## src/hdl/sha_pkg.sv

```systemverilog
`default_nettype none
package sha_pkg;

  localparam int unsigned WordW  = 32;
  localparam int unsigned CountW = 61;
  localparam int unsigned Rounds = 64;
  localparam logic [7:0]  PadMark = 8'h80;
  localparam logic [5:0]  LenPos  = 6'd56;

  typedef enum logic [2:0] {
    ST_IDLE,
    ST_PAD,
    ST_LOADV,
    ST_ROUND,
    ST_ADD,
    ST_OUT
  } state_t;

  // commands from controller to datapath
  typedef struct packed {
    logic load_byte;
    logic pad_start;
    logic pad_byte;
    logic load_v;
    logic round;
    logic add;
    logic out_next;
    logic finish;
  } cmd_t;

  // status from datapath to controller
  typedef struct packed {
    logic blk_full;
    logic pad_wrap;
    logic len_done;
    logic rnd_last;
    logic out_last;
  } stat_t;

  function automatic logic [31:0] round_k(input logic [5:0] idx);
    logic [31:0] k;
    unique case (idx)
      6'd0:  k = 32'h428a2f98; 6'd1:  k = 32'h71374491; 6'd2:  k = 32'hb5c0fbcf;
      6'd3:  k = 32'he9b5dba5; 6'd4:  k = 32'h3956c25b; 6'd5:  k = 32'h59f111f1;
      6'd6:  k = 32'h923f82a4; 6'd7:  k = 32'hab1c5ed5; 6'd8:  k = 32'hd807aa98;
      6'd9:  k = 32'h12835b01; 6'd10: k = 32'h243185be; 6'd11: k = 32'h550c7dc3;
      6'd12: k = 32'h72be5d74; 6'd13: k = 32'h80deb1fe; 6'd14: k = 32'h9bdc06a7;
      6'd15: k = 32'hc19bf174; 6'd16: k = 32'he49b69c1; 6'd17: k = 32'hefbe4786;
      6'd18: k = 32'h0fc19dc6; 6'd19: k = 32'h240ca1cc; 6'd20: k = 32'h2de92c6f;
      6'd21: k = 32'h4a7484aa; 6'd22: k = 32'h5cb0a9dc; 6'd23: k = 32'h76f988da;
      6'd24: k = 32'h983e5152; 6'd25: k = 32'ha831c66d; 6'd26: k = 32'hb00327c8;
      6'd27: k = 32'hbf597fc7; 6'd28: k = 32'hc6e00bf3; 6'd29: k = 32'hd5a79147;
      6'd30: k = 32'h06ca6351; 6'd31: k = 32'h14292967; 6'd32: k = 32'h27b70a85;
      6'd33: k = 32'h2e1b2138; 6'd34: k = 32'h4d2c6dfc; 6'd35: k = 32'h53380d13;
      6'd36: k = 32'h650a7354; 6'd37: k = 32'h766a0abb; 6'd38: k = 32'h81c2c92e;
      6'd39: k = 32'h92722c85; 6'd40: k = 32'ha2bfe8a1; 6'd41: k = 32'ha81a664b;
      6'd42: k = 32'hc24b8b70; 6'd43: k = 32'hc76c51a3; 6'd44: k = 32'hd192e819;
      6'd45: k = 32'hd6990624; 6'd46: k = 32'hf40e3585; 6'd47: k = 32'h106aa070;
      6'd48: k = 32'h19a4c116; 6'd49: k = 32'h1e376c08; 6'd50: k = 32'h2748774c;
      6'd51: k = 32'h34b0bcb5; 6'd52: k = 32'h391c0cb3; 6'd53: k = 32'h4ed8aa4a;
      6'd54: k = 32'h5b9cca4f; 6'd55: k = 32'h682e6ff3; 6'd56: k = 32'h748f82ee;
      6'd57: k = 32'h78a5636f; 6'd58: k = 32'h84c87814; 6'd59: k = 32'h8cc70208;
      6'd60: k = 32'h90befffa; 6'd61: k = 32'ha4506ceb; 6'd62: k = 32'hbef9a3f7;
      default: k = 32'hc67178f2;
    endcase
    return k;
  endfunction

  function automatic logic [31:0] init_h(input logic [2:0] idx);
    logic [31:0] h;
    unique case (idx)
      3'd0: h = 32'h6a09e667;
      3'd1: h = 32'hbb67ae85;
      3'd2: h = 32'h3c6ef372;
      3'd3: h = 32'ha54ff53a;
      3'd4: h = 32'h510e527f;
      3'd5: h = 32'h9b05688c;
      3'd6: h = 32'h1f83d9ab;
      default: h = 32'h5be0cd19;
    endcase
    return h;
  endfunction

  function automatic logic [31:0] rotr(input logic [31:0] x, input int unsigned n);
    return (x >> n) | (x << (32 - n));
  endfunction

  function automatic logic [31:0] big_s0(input logic [31:0] x);
    return rotr(x, 2) ^ rotr(x, 13) ^ rotr(x, 22);
  endfunction

  function automatic logic [31:0] big_s1(input logic [31:0] x);
    return rotr(x, 6) ^ rotr(x, 11) ^ rotr(x, 25);
  endfunction

  function automatic logic [31:0] sml_s0(input logic [31:0] x);
    return rotr(x, 7) ^ rotr(x, 18) ^ (x >> 3);
  endfunction

  function automatic logic [31:0] sml_s1(input logic [31:0] x);
    return rotr(x, 17) ^ rotr(x, 19) ^ (x >> 10);
  endfunction

endpackage
`default_nettype wire

```

## src/hdl/sha_ctrl.sv

```systemverilog
`default_nettype none
module sha_ctrl (
  input  wire logic          clk,
  input  wire logic          rst,
  input  wire logic          in_valid,
  input  wire logic          byte_valid,
  input  wire logic          last,
  input  wire logic          out_ready,
  input  wire sha_pkg::stat_t stat,
  output sha_pkg::cmd_t      cmd,
  output logic               in_ready,
  output logic               out_valid
);

  sha_pkg::state_t state, state_next;
  logic pad_mode, pad_mode_next;
  logic in_acc;

  assign in_acc = in_valid && (state == sha_pkg::ST_IDLE);

  // state register
  always_ff @(posedge clk) begin
    if (rst) begin
      state    <= sha_pkg::ST_IDLE;
      pad_mode <= 1'b0;
    end else begin
      state    <= state_next;
      pad_mode <= pad_mode_next;
    end
  end

  // next state
  always_comb begin
    state_next    = state;
    pad_mode_next = pad_mode;
    unique case (state)
      sha_pkg::ST_IDLE: begin
        if (in_acc) begin
          pad_mode_next = last;
          if (byte_valid && stat.blk_full) state_next = sha_pkg::ST_LOADV;
          else if (last)                   state_next = sha_pkg::ST_PAD;
        end
      end
      sha_pkg::ST_PAD: begin
        if (stat.pad_wrap) state_next = sha_pkg::ST_LOADV;
      end
      sha_pkg::ST_LOADV: state_next = sha_pkg::ST_ROUND;
      sha_pkg::ST_ROUND: begin
        if (stat.rnd_last) state_next = sha_pkg::ST_ADD;
      end
      sha_pkg::ST_ADD: begin
        if (!pad_mode)          state_next = sha_pkg::ST_IDLE;
        else if (stat.len_done) state_next = sha_pkg::ST_OUT;
        else                    state_next = sha_pkg::ST_PAD;
      end
      sha_pkg::ST_OUT: begin
        if (out_ready && stat.out_last) begin
          state_next    = sha_pkg::ST_IDLE;
          pad_mode_next = 1'b0;
        end
      end
      default: state_next = sha_pkg::ST_IDLE;
    endcase
  end

  // command outputs
  always_comb begin
    cmd       = '0;
    in_ready  = 1'b0;
    out_valid = 1'b0;
    unique case (state)
      sha_pkg::ST_IDLE: begin
        in_ready      = 1'b1;
        cmd.load_byte = in_acc && byte_valid;
        cmd.pad_start = in_acc && last;
      end
      sha_pkg::ST_PAD:   cmd.pad_byte = 1'b1;
      sha_pkg::ST_LOADV: cmd.load_v   = 1'b1;
      sha_pkg::ST_ROUND: cmd.round    = 1'b1;
      sha_pkg::ST_ADD:   cmd.add      = 1'b1;
      sha_pkg::ST_OUT: begin
        out_valid    = 1'b1;
        cmd.out_next = out_ready;
        cmd.finish   = out_ready && stat.out_last;
      end
      default: cmd = '0;
    endcase
  end

endmodule
`default_nettype wire

```

## src/hdl/sha_dp.sv

```systemverilog
`default_nettype none
module sha_dp (
  input  wire logic          clk,
  input  wire logic          rst,
  input  wire sha_pkg::cmd_t cmd,
  input  wire logic [7:0]    data_byte,
  output sha_pkg::stat_t     stat,
  output logic [31:0]        digest_word,
  output logic [2:0]         word_index,
  output logic               last_word
);

  logic [511:0] win;
  logic [sha_pkg::CountW-1:0] count, count_inc;
  logic [63:0] len_sr;
  logic [5:0]  pidx, rnd;
  logic        first, final_blk, len_done;
  logic [2:0]  oidx;
  logic [31:0] h [8];
  logic [31:0] v [8];
  logic [7:0]  pad_val;
  logic [31:0] w0, w1, w9, w14, w_new, t1, t2;

  assign count_inc = count + 1'b1;
  assign w0  = win[511:480];
  assign w1  = win[479:448];
  assign w9  = win[223:192];
  assign w14 = win[63:32];
  assign w_new = sha_pkg::sml_s1(w14) + w9 + sha_pkg::sml_s0(w1) + w0;
  assign t1 = v[7] + sha_pkg::big_s1(v[4]) + ((v[4] & v[5]) ^ (~v[4] & v[6]))
            + sha_pkg::round_k(rnd) + w0;
  assign t2 = sha_pkg::big_s0(v[0]) + ((v[0] & v[1]) ^ (v[0] & v[2]) ^ (v[1] & v[2]));

  // padding byte select
  always_comb begin
    if (first)                                pad_val = sha_pkg::PadMark;
    else if (final_blk && pidx >= sha_pkg::LenPos) pad_val = len_sr[63:56];
    else                                      pad_val = 8'h00;
  end

  // message window: byte shift on load and padding, word shift on rounds
  always_ff @(posedge clk) begin
    if (cmd.load_byte)     win <= {win[503:0], data_byte};
    else if (cmd.pad_byte) win <= {win[503:0], pad_val};
    else if (cmd.round)    win <= {win[479:0], w_new};
  end

  // byte count
  always_ff @(posedge clk) begin
    if (rst || cmd.finish) count <= '0;
    else if (cmd.load_byte) count <= count_inc;
  end

  // padding control
  always_ff @(posedge clk) begin
    if (rst) begin
      first     <= 1'b0;
      final_blk <= 1'b0;
      len_done  <= 1'b0;
      pidx      <= '0;
    end else if (cmd.pad_start) begin
      first    <= 1'b1;
      len_done <= 1'b0;
      if (cmd.load_byte) begin
        pidx      <= count_inc[5:0];
        final_blk <= (count_inc[5:0] < sha_pkg::LenPos);
      end else begin
        pidx      <= count[5:0];
        final_blk <= (count[5:0] < sha_pkg::LenPos);
      end
    end else if (cmd.pad_byte) begin
      first <= 1'b0;
      pidx  <= pidx + 1'b1;
      if (pidx == 6'd63) begin
        if (final_blk) len_done <= 1'b1;
        final_blk <= 1'b1;
      end
    end
  end

  // length shifter
  always_ff @(posedge clk) begin
    if (cmd.pad_start) begin
      if (cmd.load_byte) len_sr <= {count_inc, 3'b000};
      else               len_sr <= {count, 3'b000};
    end else if (cmd.pad_byte && !first && final_blk && pidx >= sha_pkg::LenPos) begin
      len_sr <= {len_sr[55:0], 8'h00};
    end
  end

  // round counter and working variables
  always_ff @(posedge clk) begin
    if (cmd.load_v) begin
      rnd <= '0;
      for (int i = 0; i < 8; i++) v[i] <= h[i];
    end else if (cmd.round) begin
      rnd  <= rnd + 1'b1;
      v[0] <= t1 + t2;
      v[1] <= v[0];
      v[2] <= v[1];
      v[3] <= v[2];
      v[4] <= v[3] + t1;
      v[5] <= v[4];
      v[6] <= v[5];
      v[7] <= v[6];
    end
  end

  // chaining value
  always_ff @(posedge clk) begin
    if (rst || cmd.finish) begin
      for (int i = 0; i < 8; i++) h[i] <= sha_pkg::init_h(3'(i));
    end else if (cmd.add) begin
      for (int i = 0; i < 8; i++) h[i] <= h[i] + v[i];
    end
  end

  // digest word counter
  always_ff @(posedge clk) begin
    if (rst) oidx <= '0;
    else if (cmd.out_next) oidx <= oidx + 1'b1;
  end

  assign digest_word = h[oidx];
  assign word_index  = oidx;
  assign last_word   = (oidx == 3'd7);

  assign stat.blk_full = (count_inc[5:0] == 6'd0);
  assign stat.pad_wrap = cmd.pad_byte && (pidx == 6'd63);
  assign stat.len_done = len_done;
  assign stat.rnd_last = (rnd == 6'(sha_pkg::Rounds - 1));
  assign stat.out_last = (oidx == 3'd7);

endmodule
`default_nettype wire

```

## src/hdl/sha256_stream_hasher_top.sv

```systemverilog
`default_nettype none
// sha-256 hasher over a byte stream
// input channel: one request per item carries data_byte, byte_valid and last;
// a request with byte_valid low only matters when last is high.
// output channel: eight requests per message, digest_word with word_index 0
// (most significant) to 7, last_word high on the eighth.
// a request without a block boundary or last keeps the input open.
// every 64th byte starts a compression (load, 64 rounds of one
// shared round unit, add); input is held off meanwhile.
// on last the padding bytes are shifted in one per cycle (9 to 64 in one
// block, or 65 to 72 over two blocks when the length needs an extra block),
// each full block compressed (padding waits meanwhile), then the digest
// is offered.
// a receiver stall holds the current digest word; no new input is taken
// until the eighth word has been taken, after which the hash state returns
// to the initial values.
// reset clears the count, loads the initial hash values and idles.
module sha256_stream_hasher_top (
  input  wire logic        clk,
  input  wire logic        rst,
  input  wire logic        in_valid,
  output logic             in_ready,
  input  wire logic [7:0]  data_byte,
  input  wire logic        byte_valid,
  input  wire logic        last,
  output logic             out_valid,
  input  wire logic        out_ready,
  output logic [31:0]      digest_word,
  output logic [2:0]       word_index,
  output logic             last_word
);

  sha_pkg::cmd_t  cmd;
  sha_pkg::stat_t stat;

  sha_ctrl u_ctrl (
    .clk        (clk),
    .rst        (rst),
    .in_valid   (in_valid),
    .byte_valid (byte_valid),
    .last       (last),
    .out_ready  (out_ready),
    .stat       (stat),
    .cmd        (cmd),
    .in_ready   (in_ready),
    .out_valid  (out_valid)
  );

  sha_dp u_dp (
    .clk         (clk),
    .rst         (rst),
    .cmd         (cmd),
    .data_byte   (data_byte),
    .stat        (stat),
    .digest_word (digest_word),
    .word_index  (word_index),
    .last_word   (last_word)
  );

`ifndef ASSERT_OFF
  // input and output never both open
  a_excl: assert property (@(posedge clk) disable iff (rst) out_valid |-> !in_ready)
    else $error("input open while digest pending");

  // input request without last never yields output next cycle
  a_nolast: assert property (@(posedge clk) disable iff (rst)
    (in_valid && in_ready && !last) |=> !out_valid)
    else $error("digest without last");

  // after the eighth word the block idles
  a_ret: assert property (@(posedge clk) disable iff (rst)
    (out_valid && out_ready && last_word) |=> in_ready)
    else $error("no return to idle after digest");

  // a taken word other than the last is followed by a valid word with nonzero index
  a_order: assert property (@(posedge clk) disable iff (rst)
    (out_valid && out_ready && !last_word) |=> (out_valid && word_index != 3'd0))
    else $error("digest word order broken");
`endif

endmodule
`default_nettype wire

```

## config.mk

```make
export PLATFORM = sky130hd
export DESIGN_NAME = sha256_stream_hasher_top
export DESIGN_NICKNAME = d
export VERILOG_FILES = /design/src/hdl/sha_pkg.sv /design/src/hdl/sha_ctrl.sv /design/src/hdl/sha_dp.sv /design/src/hdl/sha256_stream_hasher_top.sv
export SDC_FILE = /design/constraint.sdc
export NUM_CORES = 2
export LEC_CHECK = 0
export BUFFER_PORTS_ARGS = -buffer_cell sky130_fd_sc_hd__buf_2
export CAP_MARGIN = 0
export CELL_PAD_IN_SITES_DETAIL_PLACEMENT = 1
export CELL_PAD_IN_SITES_GLOBAL_PLACEMENT = 2
export CORE_ASPECT_RATIO = 1.5
export CORE_MARGIN = 5
export CORE_UTILIZATION = 43
export CTS_CLUSTER_DIAMETER = 200
export CTS_CLUSTER_SIZE = 24
export DETAILED_ROUTE_END_ITERATION = 12
export GPL_TIMING_DRIVEN = 0
export PLACE_DENSITY = 0.86
export SYNTH_ARGS = -nofsm -noshare
export SYNTH_HDL_FRONTEND = slang
export SYNTH_SLANG_ARGS = --single-unit
export TNS_END_PERCENT = 5
```

## constraint.sdc

```tcl
create_clock -name clk -period 42 [get_ports clk]
set_input_delay 4.2 -clock clk [delete_from_list [all_inputs] [get_ports clk]]
set_output_delay 4.2 -clock clk [all_outputs]
set_load 0.02 [all_outputs]
```

# ---- Word level (Yosys, flattened, before mapping)
# Memory sizes are Yosys's and may differ from the RTL's. A register that Yosys moved wholly into a read port is not among the register bits.
# Index checks and enable logic that the tools add are counted.
dict set report word_totals {
  reg_bits 659
  ramBits 512
  rom_bits 2048
  inputBits 14
  n_memories 3
}
# memory depth word_bits rd rd_clocked_by_memory_dff write_ports line
set memory_table {}
lappend memory_table {{(name not given)} 64 32 1 1 0 sha_pkg.sv:42} ;# unique case (idx)
lappend memory_table {u_dp.h 8 32 9 1 8 sha_dp.sv:19} ;# logic [31:0] h [8];
lappend memory_table {u_dp.v 8 32 8 0 8 sha_dp.sv:20} ;# logic [31:0] v [8];
dict set report classes {
  addsub 22
  n_lt_le_gt_ge 3
  n_eq_ne 13
  muxes 75
  bitwise_logic 43
  reduce_logical 24
}
# op n
set op_table {}
lappend op_table {{$mux W512} 3}
lappend op_table {{$mux W32} 24}
lappend op_table {{$add A32 B32 Y32} 18}
lappend op_table {{$xor A32 B32 Y32} 9}
lappend op_table {{$mux W64} 3}
lappend op_table {{$and A32 B32 Y32} 5}
lappend op_table {{$add A61 B1 Y61 const B} 1}
lappend op_table {{$not A32 Y32} 1}
lappend op_table {{$or A10 B32 Y32} 1}
lappend op_table {{$or A13 B32 Y32} 1}
lappend op_table {{$or A14 B32 Y32} 1}
lappend op_table {{$or A15 B32 Y32} 1}
lappend op_table {{$or A19 B32 Y32} 1}
lappend op_table {{$or A21 B32 Y32} 1}
lappend op_table {{$or A25 B32 Y32} 1}
lappend op_table {{$or A26 B32 Y32} 1}
lappend op_table {{$or A30 B32 Y32} 1}
lappend op_table {{$or A7 B32 Y32} 1}
lappend op_table {{$xor A32 B22 Y32} 1}
lappend op_table {{$xor A32 B29 Y32} 1}
lappend op_table {{$mux W3} 10}
lappend op_table {{$mux W6} 5}
lappend op_table {{$mux W1} 24}
lappend op_table {{$pmux W3 S6} 1}
lappend op_table {{26 further kinds} 64}

# ---- Depth between registers and ports, before layout
dict set report depth {
  ltp_word 9
  ltp_mapped 33
  mapped_depth_nobuf 32
}

# ---- Modules after synthesis
# Synthesis repeated with hierarchy kept, for this count alone.
dict set report unflattened {
  hier_cells 8096
  hier_area_um2 77956.0
}
# module instances cells_per_inst area_per_inst_um2 seq_area_each_um2
set modules_own_cells {}
lappend modules_own_cells {sha_dp 1 8049 77560.6 34863.4}
lappend modules_own_cells {sha_ctrl 1 47 395.4 80.1}

# ---- Worst setup path before layout
# OpenSTA, ideal clock, no wires.
dict set report synth_timing {
  path_kind {reg2reg}
  startpoint {reg u_ctrl.state[0]}
  endpoint {reg u_dp.win[0], enable pin}
  arrival_time_ns 36.187
  required_ns 39.901
  setup_slack_ns 3.714
  path_stages_with_launch 4
  path_buffers 1
  cell_sequence {dfxtp_1 buf_2 inv_1 o21ai_0}
}
dict set report synth_via {
  elab_chain_len 5
  elab_cells_between_ends 9
  cone_classes {eq/ne (2); mux (3); reduce/logical (4)}
}
# element line
set synth_lines {}
lappend synth_lines {{start: declaration} sha_ctrl.sv:15} ;# sha_pkg::state_t state, state_next;
lappend synth_lines {{start signal: assignment} sha_ctrl.sv:24} ;# state <= sha_pkg::ST_IDLE;
lappend synth_lines {{start signal: assignment} sha_ctrl.sv:27} ;# state <= state_next;
lappend synth_lines {{$logic_not A3 Y1} {sha_ctrl.sv:19, sha_ctrl.sv:71}}
lappend synth_lines {{$logic_and A1 B1 Y1} sha_ctrl.sv:19} ;# assign in_acc = in_valid && (state == sha_pkg::ST_IDLE);
lappend synth_lines {{$logic_and A1 B1 Y1} sha_ctrl.sv:74} ;# cmd.load_byte = in_acc && byte_valid;
lappend synth_lines {{$mux W2} sha_ctrl.sv:71} ;# unique case (state)
lappend synth_lines {{$reduce_bool A3 Y1 (no source line) *} --}
lappend synth_lines {{end signal: assignment} sha_dp.sv:43} ;# if (cmd.load_byte) win <= {win[503:0], data_byte};
lappend synth_lines {{end signal: assignment} sha_dp.sv:44} ;# else if (cmd.pad_byte) win <= {win[503:0], pad_val};
lappend synth_lines {{end signal: assignment} sha_dp.sv:45} ;# else if (cmd.round) win <= {win[479:0], w_new};
lappend synth_lines {{end: declaration} sha_dp.sv:13} ;# logic [511:0] win;
# Mark *: on every way between the ends. The rest lies on a longest branch, timed or not.
# A chain may end at the register's enable or synchronous reset.

==> impl_results.md <==
- Number of failing hold endpoints at the final stage: 0
- Worst Setup Start Kind: flop
- Router iterations before antenna repair: 6
- HPWL after detailed placement: around 240000 um
- Layout filler cell count: 20500
- Total routing usage reported by global routing: 0.304
- Post-CTS Resized: 0
- Critical path's largest stage delay: roughly 0.8 ns
- Clock latency at the later pin of the worst-skew pair: 0.79 ns
- First-pass GRT wire length: roughly 430000 um
- Post-CTS Setup Bufs: 0
- Initial Util: 0.432
- Slew Limit Fails: 34
- Worst min-delay path category: reg -> reg
- Post-CTS Hold Buffers: 0
- Synthesized flop and latch total: 1203
- Synth-to-Final Area Change: 7.30%
- Post-synthesis sequential area ratio: 0.448
- Met3 track utilization from global routing: 0.0315
- Post-route antenna net violation count: 0
- Most used DFF post-synth: edfxtp_1
- RSZ-0062 raised after global routing: false
- Synth warn: 0
- Remaining max-slew budget at the tightest pin: -0.0329
- Failing checks: max-capacitance violations, max-slew violations
- Post-synthesis cell count: approximately 8000
- Share of Yosys cell area claimed by the top area cell type: 0.418
- Max-cap check violation count: 3
- Share of synthesized flip-flops with an asynchronous set or reset: 0
- Clock tree from TritonCTS: done
- Number of buffers added by the clock tree synthesis step: 56
- Number of H-tree branching levels: 2
- Number of rows in the core area: 191
- Shortest period the worst path allows: 9.43 ns
- Number of failing setup endpoints in the final timing report: 0
- Endpoint type of the worst setup path: flop
- Clock edge transition at the registers on the reported setup and hold paths: 0.12 ns
- Fin Clk Skew: around 0.079 ns
- WL/cell: 28.2 um
- Commonest non-fill, non-tap cell in the layout: nand2_1
- DR iter-0 viols: around 4200
- Antenna violations before repair: 8
- Placeable core area: 181000 sq um
- Post-layout worst setup margin: approximately 33 ns
- Worst-case hold slack: 0.503 ns
- Count of nets after finishing: roughly 8600
- Maximum number of pins on one net before global-route repair: 100
- Die height: around 530 um
- Vias post-DR: between 60000 and 70000
- Met2 demand-to-capacity share in global routing: 0.542
- Port bufs: 51
- Commonest cells after routing, fill and taps aside: nand2_1 (1923), edfxtp_1 (1085), nor2_1 (433)
- Cell repeated most along the worst path: inv_1
- Post-placement setup slack: between 30 and 40 ns
- Final routed wirelength across all metal layers: around 300000 um
- Cell with the largest stage delay on the worst path: o31ai_1
- Count of unresolved DRC violations after routing: 0
- Share of cells above drive strength 1: 0.0650
- Worst Path Required: about 43 ns
- Max Freq: 0.106 GHz
- Maximum fanout count along the critical path: 5
- Full die area: about 190000 sq um
- EDFF count, synth: between 1000 and 1500
- Measured slew at the worst slew-check pin: between 1.5 and 2 ns
- Post-synth net total: about 8500
- Area occupied by multi-input gates: 40100 sq um
- CP Data Arrival Time: slightly above 10 ns
- Number of I/O pins: 52
- Largest area contributor in the synthesized netlist: edfxtp_1
- Sinks on Clock Net: 1203
- Synthesized area divided by synthesized cell count: 9.90 sq um
- Overflow left after global routing: 0
- CTS Root Cell: clkbuf_16
- Synth unique cells: approximately 100
- DIE WIDTH: about 360 um
- Most used routing layer in global routing: met2
- Vias in the first global route: approximately 65000
- Run status: complete, but fails checks
- Final worst-path cycle share: 0.225
- Maximum clock insertion buffer count: 3
- Global placer's final weighted congestion: 1.01
- Most area-consuming cells after synthesis: edfxtp_1 (42%), nand2_1 (9.3%), ha_1 (6.3%)
- Met1 Use GR: 0.330
- Worst Setup Path Type: reg -> reg
- Post-synth design cell area: around 80000 sq um
- Sequential cell area: approximately 35000 sq um
- Via density per instance: 5.81
==> metal layers <==
metal | wire length [um] | vias to the layer above
met5 | 13 | -
met2 | 149000 | 1707
met3 | 11900 | 763
met4 | 27600 | 2
li1 | - | 27700
met1 | 108000 | 30600
==> worst max-delay path: cells and delay by family, from the launching register on <==
kind | cells | cell delay (ns)
AO/OA/AOI/OAI | 11 | 3.43
adder cells (fa/ha/maj) | 6 | 2.46
buffers and inverters | 6 | 0.95
AND/OR/NAND/NOR | 5 | 1.02
XOR/XNOR | 3 | 0.99
flip-flops | 1 | 0.42
==> sequential cells by signal, indices dropped and copies added, names as in the netlist, named ones only <==
name	count
u_dp.win	512
u_dp.len_sr	61
u_dp.first	1
u_dp.v	256
u_dp.count	61
u_ctrl.state	3
u_dp.pidx	6
u_dp.word_index	3
u_dp.final_blk	1
u_dp.h	256
u_dp.rnd	6
u_ctrl.pad_mode	1
u_dp.len_done	1
==> per-stage QoR <==
| step | utilization | setup TNS [ns] | cells | cell area (sq um) |
|---|---|---|---|---|
| 6_report | 0.463 | 0 | 10500 | 83700 |
| 3_3_place_gp | 0.450 | -6192.22 | 10300 | 81300 |
| 4_1_cts | 0.463 | 0 | 10500 | 83700 |
| 3_5_place_dp | 0.454 | 0 | 10400 | 82100 |
| 2_1_floorplan | - | 0 | 7881 | 78000 |
| 5_1_grt | 0.463 | 0 | 10500 | 83700 |
==> cell usage after synthesis, types with 103 or more instances <==
cell type / n
clkbuf_1: 374
o21ai_0: 362
inv_1: 357
nor3_1: 103
a21o_1: 178
mux2_2: 225
a21oi_1: 361
nor2_1: 434
xor2_1: 214
xnor2_1: 389
nand2_1: 1924
fa_1: 195
edfxtp_1: 1085
dfxtp_1: 118
nand3_1: 130
ha_1: 395
==> area by class of cell <==
type	count	area share
multi-input cells	5892	0.479
flip-flops and latches	1203	0.417
well taps	2412	0.0360
plain buffers	426	0.0196
clock buffers	90	0.0183
inverters	360	0.0162
repair buffers	82	0.0119
clock inverters	4	0.00115
diodes	4	0.000120
==> path summary, 6_finish.rpt <==
check	startpoint	end	slack (ns)	cells after the start
min	u_dp.len_done$_SDFFE_PP0P_	u_dp.len_done$_SDFFE_PP0P_	0.50	2
max reg2reg	u_dp.v[0][155]$_DFFE_PP_	u_dp.v[0][29]$_DFFE_PP_	32.57	31
max	u_dp.v[0][155]$_DFFE_PP_	u_dp.v[0][29]$_DFFE_PP_	32.57	31
min reg2reg	u_dp.len_done$_SDFFE_PP0P_	u_dp.len_done$_SDFFE_PP0P_	0.50	2
==> logic make-up (layout without fill, tap and decap cells) <==
logic type                 count (synthesis)  count (layout)  synth area share
DFF                                     1203            1203             0.448
xor gates and xnor gates                 605             605            0.0682
and+or+nand+nor                         2933            2933             0.157
adders and majority gates                612             612             0.116
AOI/OAI and AO/OA                       1410            1410             0.116
muxes                                    332             332            0.0568
other                                      0               4                 0
buffers and inverters                    786             962            0.0382
Power is not shown: default switching activity piles up to over one toggle a cycle in this logic, so the estimate is an artifact.
